`src/design/cle_pkg.sv`:
```
// Shared constants and types for the console line editor.
package cle_pkg;

  localparam int BUF_DEPTH = 256;
  localparam int ADDR_W    = $clog2(BUF_DEPTH);
  localparam int CFG_W     = 9;
  localparam int DEPTH_W   = $clog2(BUF_DEPTH + 1);
  localparam int CMP_W     = (DEPTH_W > CFG_W) ? DEPTH_W : CFG_W;
  localparam int CHAR_W    = 7;

  localparam logic [CMP_W-1:0] DEPTH_C      = CMP_W'(BUF_DEPTH);
  localparam logic [CFG_W-1:0] SIZE_RESET   = 9'd256;

  localparam logic [7:0] CH_BS   = 8'h08;
  localparam logic [7:0] CH_LF   = 8'h0A;
  localparam logic [7:0] CH_CR   = 8'h0D;
  localparam logic [7:0] CH_DEL  = 8'h7F;
  localparam logic [7:0] CH_BELL = 8'h07;
  localparam logic [7:0] CH_SP   = 8'h20;
  localparam logic [7:0] CH_KILL = 8'h15;

  localparam logic OP_RX   = 1'b0;
  localparam logic OP_READ = 1'b1;

  typedef enum logic [1:0] {
    KIND_ECHO = 2'd0,
    KIND_LINE = 2'd1,
    KIND_READ = 2'd2
  } kind_t;

  typedef struct packed {
    kind_t      kind;
    logic [7:0] data;
    logic [7:0] len;
  } slot_t;

endpackage

```
`src/design/cle_ram.sv`:
```
// Generic single-port RAM with registered read.
module cle_ram #(
  parameter int WIDTH = 8,
  parameter int DEPTH = 256
) (
  input  logic                     clk,
  input  logic                     we,
  input  logic                     re,
  input  logic [$clog2(DEPTH)-1:0] addr,
  input  logic [WIDTH-1:0]         wdata,
  output logic [WIDTH-1:0]         rdata
);

  logic [WIDTH-1:0] mem [DEPTH];
  logic [WIDTH-1:0] rdata_r;

  always_ff @(posedge clk) begin
    if (we) begin
      mem[addr] <= wdata;
    end
    if (re) begin
      rdata_r <= mem[addr];
    end
  end

  assign rdata = rdata_r;

endmodule

```
`src/design/console_line_editor.sv`:
```
// Console line editor top level: echo, line editing and line store readback.
//
// Each accepted beat produces one to three result beats, one per cycle while
// out_stall is low; the next input beat is taken in the cycle the previous
// item's last result leaves. The line store is one single-port RAM of
// cle_pkg::BUF_DEPTH 7-bit entries, written or read at most once per item when
// the item is accepted; read data is returned in the next cycle as the item's
// only result. Per-entry valid flops make unwritten entries read as zero right
// after reset, so there is no clearing pass. The buffer_size register (reset
// 256) may be written whenever no item is in flight; cfg_ready is always high.
module console_line_editor (
  input  logic       clk,
  input  logic       rst_n,
  input  logic       in_valid,
  output logic       in_stall,
  input  logic       in_operation,
  input  logic [7:0] in_rx_byte,
  input  logic [7:0] in_read_index,
  output logic       out_valid,
  input  logic       out_stall,
  output logic [1:0] out_result_kind,
  output logic [7:0] out_data_byte,
  output logic [7:0] out_line_length,
  output logic       out_last,
  input  logic       cfg_valid,
  output logic       cfg_ready,
  input  logic [8:0] cfg_buffer_size
);

  logic [cle_pkg::CFG_W-1:0]  size_r;
  logic [7:0]                 pos_r, pos_nxt;
  logic [1:0]                 cnt_r, cnt_nxt;
  cle_pkg::slot_t             slot0_r, slot1_r, slot2_r;
  cle_pkg::slot_t             slot0_nxt, slot1_nxt, slot2_nxt;
  logic                       rd_r, rd_ok_r, rd_vld_r;
  logic [cle_pkg::BUF_DEPTH-1:0] vld_r;

  logic                       acc, take;
  logic [cle_pkg::CMP_W-1:0]  sz, cap_w;
  logic [7:0]                 cap;
  logic                       pos_ok, ridx_ok;
  logic [6:0]                 c7;
  logic                       wr;
  logic [6:0]                 wr_data;
  logic [cle_pkg::ADDR_W-1:0] ram_addr, pos_addr, ridx_addr;
  logic [cle_pkg::CHAR_W-1:0] ram_rdata;

  assign cfg_ready = 1'b1;

  assign out_valid = (cnt_r != 2'd0);
  assign take      = out_valid && !out_stall;
  assign in_stall  = !((cnt_r == 2'd0) || ((cnt_r == 2'd1) && !out_stall));
  assign acc       = in_valid && !in_stall;

  always_comb begin
    sz      = (cle_pkg::CMP_W'(size_r) > cle_pkg::DEPTH_C) ?
              cle_pkg::DEPTH_C : cle_pkg::CMP_W'(size_r);
    cap_w   = (sz == '0) ? '0 : sz - cle_pkg::CMP_W'(1);
    cap     = (cap_w > cle_pkg::CMP_W'(255)) ? 8'hFF : cap_w[7:0];
    pos_ok  = cle_pkg::CMP_W'(pos_r) < cle_pkg::DEPTH_C;
    ridx_ok = cle_pkg::CMP_W'(in_read_index) < cle_pkg::DEPTH_C;
  end

  assign pos_addr  = cle_pkg::ADDR_W'(pos_r);
  assign ridx_addr = cle_pkg::ADDR_W'(in_read_index);
  assign c7        = in_rx_byte[6:0];

  always_comb begin
    slot0_nxt = '{kind: cle_pkg::KIND_ECHO, data: in_rx_byte, len: 8'd0};
    slot1_nxt = '{kind: cle_pkg::KIND_ECHO, data: 8'd0, len: 8'd0};
    slot2_nxt = '{kind: cle_pkg::KIND_ECHO, data: 8'd0, len: 8'd0};
    cnt_nxt   = 2'd1;
    pos_nxt   = pos_r;
    wr        = 1'b0;
    wr_data   = 7'd0;
    if (in_operation == cle_pkg::OP_READ) begin
      slot0_nxt = '{kind: cle_pkg::KIND_READ, data: 8'd0, len: 8'd0};
    end else if (in_rx_byte == cle_pkg::CH_CR) begin
      slot0_nxt.data = cle_pkg::CH_CR;
      slot1_nxt.data = cle_pkg::CH_LF;
      slot2_nxt      = '{kind: cle_pkg::KIND_LINE, data: 8'd0, len: pos_r};
      cnt_nxt        = 2'd3;
      wr             = pos_ok;
      pos_nxt        = 8'd0;
    end else if (in_rx_byte == cle_pkg::CH_DEL || in_rx_byte == cle_pkg::CH_BS) begin
      slot0_nxt.data = cle_pkg::CH_BS;
      slot1_nxt.data = cle_pkg::CH_SP;
      slot2_nxt.data = cle_pkg::CH_BS;
      cnt_nxt        = 2'd3;
      if (pos_r != 8'd0) begin
        pos_nxt = pos_r - 8'd1;
      end
    end else begin
      unique case ({1'b0, c7})
        cle_pkg::CH_LF, cle_pkg::CH_CR: begin
          slot1_nxt = '{kind: cle_pkg::KIND_LINE, data: 8'd0, len: pos_r};
          cnt_nxt   = 2'd2;
          wr        = pos_ok;
          pos_nxt   = 8'd0;
        end
        cle_pkg::CH_BS: begin
          if (pos_r != 8'd0) begin
            pos_nxt = pos_r - 8'd1;
          end
        end
        cle_pkg::CH_KILL: begin
          slot1_nxt.data = cle_pkg::CH_CR;
          slot2_nxt.data = cle_pkg::CH_LF;
          cnt_nxt        = 2'd3;
          pos_nxt        = 8'd0;
        end
        default: begin
          if (pos_r < cap) begin
            wr      = 1'b1;
            wr_data = c7;
            pos_nxt = pos_r + 8'd1;
          end else begin
            slot1_nxt.data = cle_pkg::CH_BELL;
            cnt_nxt        = 2'd2;
          end
        end
      endcase
    end
  end

  assign ram_addr = (in_operation == cle_pkg::OP_READ) ? ridx_addr : pos_addr;

  cle_ram #(
    .WIDTH(cle_pkg::CHAR_W),
    .DEPTH(cle_pkg::BUF_DEPTH)
  ) u_store (
    .clk  (clk),
    .we   (acc && wr),
    .re   (acc && (in_operation == cle_pkg::OP_READ)),
    .addr (ram_addr),
    .wdata(wr_data),
    .rdata(ram_rdata)
  );

  always_ff @(posedge clk) begin
    if (!rst_n) begin
      size_r <= cle_pkg::SIZE_RESET;
      pos_r  <= 8'd0;
      cnt_r  <= 2'd0;
      vld_r  <= '0;
    end else begin
      if (cfg_valid && cfg_ready) begin
        size_r <= cfg_buffer_size;
      end
      if (acc) begin
        pos_r <= pos_nxt;
        cnt_r <= cnt_nxt;
        if (wr) begin
          vld_r[pos_addr] <= 1'b1;
        end
      end else if (take) begin
        cnt_r <= cnt_r - 2'd1;
      end
    end
  end

  always_ff @(posedge clk) begin
    if (acc) begin
      slot0_r  <= slot0_nxt;
      slot1_r  <= slot1_nxt;
      slot2_r  <= slot2_nxt;
      rd_r     <= (in_operation == cle_pkg::OP_READ);
      rd_ok_r  <= ridx_ok;
      rd_vld_r <= vld_r[ridx_addr];
    end else if (take) begin
      slot0_r <= slot1_r;
      slot1_r <= slot2_r;
      rd_r    <= 1'b0;
    end
  end

  assign out_result_kind = slot0_r.kind;
  assign out_data_byte   = (rd_r) ? ((rd_ok_r && rd_vld_r) ? {1'b0, ram_rdata} : 8'd0)
                                  : slot0_r.data;
  assign out_line_length = slot0_r.len;
  assign out_last        = (cnt_r == 2'd1);

endmodule

```
`config.mk`:
```
export PLATFORM = sky130hd
export DESIGN_NAME = console_line_editor
export DESIGN_NICKNAME = d
export VERILOG_FILES = /design/src/design/cle_pkg.sv /design/src/design/cle_ram.sv /design/src/design/console_line_editor.sv
export SDC_FILE = /design/constraint.sdc
export NUM_CORES = 2
export LEC_CHECK = 0
export BUFFER_PORTS_ARGS = -buffer_cell sky130_fd_sc_hd__buf_4
export CORE_UTILIZATION = 45
export DETAILED_ROUTE_END_ITERATION = 10
export PLACE_DENSITY = 0.66
export SKIP_CTS_REPAIR_TIMING = 1
export SYNTH_ARGS = -nofsm -noshare
export SYNTH_HDL_FRONTEND = slang
export SYNTH_SLANG_ARGS = --single-unit
export TNS_END_PERCENT = 100
```
`constraint.sdc`:
```
create_clock -name clk -period 6.7 [get_ports clk]
set_clock_uncertainty 0.05 [all_clocks]
set_input_delay 0.67 -clock clk [delete_from_list [all_inputs] [get_ports clk]]
set_output_delay 0.67 -clock clk [all_outputs]
set_load 0.1 [all_outputs]
```
==> flow_metrics.env <==
export IMPL_clock_sinks=2118
export IMPL_run_status="finished, violations left"
export IMPL_ios=53
export IMPL_first_iter_violations=6873
export IMPL_hp_class="primary input to flop"
export IMPL_synth_edf_count=1835
export IMPL_dieArea_sq_um=187800
export IMPL_port_buffers=51
export IMPL_path_delay_family="simple AND/OR/NAND/NOR gates"
export IMPL_cp_start_kind="flop"
export IMPL_reg2reg_from="size_r[8]$_SDFFE_PN1P_"
export IMPL_finalCriticalPeriod_ns=5.336
export IMPL_tns_ns=0
export IMPL_dp_slack_ns=1.078
export IMPL_synthCells=4891
export IMPL_async_flop_share=0
export IMPL_cts_root_buf="clkbuf_16"
export IMPL_clk_latency_ns=0.85
export IMPL_cts_tree="built"
export IMPL_clk_path_buf_depth=3
export IMPL_place_area_sq_um=87470
export IMPL_power_density_nw_per_um2=295.8
export IMPL_grt_overflow_total=0
export IMPL_gp_congestion=0.9402
export IMPL_fin_nets=5026
export IMPL_cts_inserted_buffers=204
export IMPL_ant_nets=0
export IMPL_h_tree_depth=4
export IMPL_path_common_cell="a21o_1"
export IMPL_fp_dieH_um=433.3
export IMPL_ys_flop_type="edfxtp_1"
export IMPL_route_vias_total=48070
export IMPL_synth_cell_type_count=77
export IMPL_hold_depth=3
export IMPL_row_count=157
export IMPL_violations="capacitance limit, slew limit"
export IMPL_maxSlewViolCount=2
export IMPL_fin_crit_sh=0.7965
export IMPL_final_area_sq_um=94050
export IMPL_critPathKind="flop to flop"
export IMPL_antenna_found_initial=14
export IMPL_yosys_warnings=0
export IMPL_grt_usage=0.2554
export IMPL_setup_ws_ns=1.364
export IMPL_crit_required_ns=7.13
export IMPL_irDropWorstVdd_mv=0.2396
export IMPL_p_leak_nw=29.53
export IMPL_hold_violations=0
export IMPL_hold_start="cfg_buffer_size[4]"
export IMPL_rsz0062_at_grt="false"
export IMPL_ys_seq_elements=2118
export IMPL_wl_um=240300
export IMPL_post_route_drc_count=0
export IMPL_nFillCells=14730
export IMPL_worstPathCellList="nand2b_1 > ha_1 > nor4b_1 > nand2_1 > a21oi_1 > ha_1 > a21o_1 > a21o_1 > a211o_1 > a21o_1 > a211oi_4 > buf_4 > nand3_1 > nor2_1"
export IMPL_holdPathEnd="size_r[4]$_SDFFE_PN0P_"
export IMPL_viasPerCell=6.299
export IMPL_floorplan_initialDensity=0.4554
export IMPL_drt_pass1_iterations=6
export IMPL_fmax_mhz=187.4
export IMPL_drive_gt1_frac=0.1995
export IMPL_die_w_um=433.3
export IMPL_grt_max_degree=109
export IMPL_hpwl_um=153200
export IMPL_setup_viol=0
export IMPL_syn_to_final_growth_pct=12.34
export IMPL_avgSynthCellArea_sq_um=17.12
export IMPL_cp_max_fo=16
export IMPL_maxSlewHeadroom=-0.04051
export IMPL_reg2reg_depth=14
export IMPL_seq_area_frac_synth=0.7258
export IMPL_core_sq_um=183900
export IMPL_crit_buf_inv=1
export IMPL_grt_pass1_wl_um=341100
export IMPL_cp_arrival_ns=5.76
export IMPL_grt_pass1_vias=45970
export IMPL_tightest_slew_ns=1.541
export IMPL_cap_violations=1
export IMPL_synth_net_count=4937
export IMPL_cp_slowest_cell="nor2_1"
export IMPL_wl_per_cell_um=31.49
export IMPL_reg2reg_to="u_store.mem[142][0]$_DFFE_PP_"
export IMPL_synth_area_sq_um=83730
export IMPL_end_kind="flop"
export IMPL_cpPeakStageDelay_ns=0.79
export IMPL_clk_pin_slew_ns=0.07
export IMPL_rrSetupSlack_ns=1.36
[power by group]
group	leakage [nW]	internal, mW	switching [mW]
Clock	3.18	6.29	5.00
Combinational	7.27	0.657	1.43
Sequential	19.1	14.4	0.0367
Total	29.5	21.3	6.47
[through the flow]
step	power, mW	utilization	cells	hold slack [ns]
final	27.82	0.5115	7631	0.01430
after global routing	28.46	0.5114	7623	0.004925
after CTS	27.90	0.5113	7615	-0.03269
after detailed placement	16.77	0.4757	7237	0.3866
after global placement	16.75	0.4757	7237	0.3773
after floorplan	16.00	-	4891	0.3698
[registers in the layout, summed over array words and instances (netlist names)]
signal           flops
u_store.mem       1792
slot0_r              8
rd_r                 1
out_line_length      8
slot2_r             11
cnt_r                2
u_store.rdata        7
pos_addr             8
out_result_kind      2
rd_vld_r             1
vld_r              256
size_r               9
slot1_r             13
[cell type report]
class,instances,area (sq um),area share
clock inverters,109,1046,0.01112
flip-flops and latches,2118,60770,0.6461
repair buffers,216,2066,0.02196
diodes,15,37.54,0.0003991
inverters,20,75.07,0.0007982
clock buffers,269,5492,0.05839
well taps,2464,3083,0.03278
multi-input cells,2420,21490,0.2285
[logic make-up (layout without fill, tap and decap cells)]
group           count (synthesis)  in the layout  synth area share
compound gates                619            619           0.04830
xor+xnor                        1              1         0.0001046
fa+ha+maj                      15             15          0.002242
buf+inv                       353            614           0.02040
flops                        2118           2118            0.7258
mux                           575            575            0.1405
other cells                     1             16        0.00004479
simple gates                 1209           1209           0.06256
[placed cells by master (no fill, tap or decap), types with 17 or more instances in the layout]
master	n
nor3_1	19
o31ai_1	22
clkinv_2	33
a222oi_1	17
dfxtp_1	283
and3_1	22
nand2_1	556
buf_4	179
clkbuf_1	53
inv_1	17
o21ai_0	251
and2_1	19
clkinv_1	42
a22oi_1	92
buf_12	35
mux4_2	480
clkbuf_16	206
a21oi_1	63
a22o_1	28
nor2_1	323
mux2i_1	91
nor4_1	17
nand3_1	136
edfxtp_1	1835
nand4_1	41
[synthesized netlist by cell type, drive strengths merged, types with 19 or more instances]
master | instances | area (sq um)
a22o | 28 | 245.2
o21ai | 253 | 1270
mux4 | 480 | 10810
and2 | 26 | 162.7
dfxtp | 283 | 5665
a21oi | 63 | 315.3
nand4 | 41 | 256.5
nor2 | 323 | 1212
o31ai | 24 | 180.2
edfxtp | 1835 | 55100
buf | 166 | 1006
clkbuf | 167 | 626.9
nand3 | 136 | 680.7
nor3 | 19 | 95.09
and3 | 22 | 137.6
mux2i | 93 | 930.9
nand2 | 561 | 2106
a22oi | 92 | 690.7
[metal layers]
layer / wire length [um] / track usage / vias up
met3: 27640 / 0.06359 / 541
met1: 91260 / 0.3507 / 24760
met2: 110000 / 0.3877 / 3151
met4: 11300 / 0.1111 / 10
met5: 78 / 0 / -
li1: - / - / 19610
[worst max-delay path by stage]
stage / cells after the start / slack, ns / endpoint / startpoint
CTS: 14 / 1.44 / u_store.mem[142][6]$_DFFE_PP_ / size_r[8]$_SDFFE_PN1P_
finish: 14 / 1.36 / u_store.mem[142][0]$_DFFE_PP_ / size_r[8]$_SDFFE_PN1P_
floorplan: 14 / 1.18 / u_store.mem[0][3]$_DFFE_PP_ / size_r[8]$_SDFFE_PN1P_
detailed placement: 9 / 1.08 / u_store.rdata[1]$_DFFE_PP_ / in_operation
global placement: 9 / 1.10 / u_store.rdata[1]$_DFFE_PP_ / in_operation
global route: 14 / 1.06 / u_store.mem[142][5]$_DFFE_PP_ / size_r[8]$_SDFFE_PN1P_
[worst min-delay path, stage by stage]
cell,delay (ns)
buf_4,0.08
mux2i_1,0.05
nor2_1,0.08
Note: power is estimated with default switching activity, not from simulation.
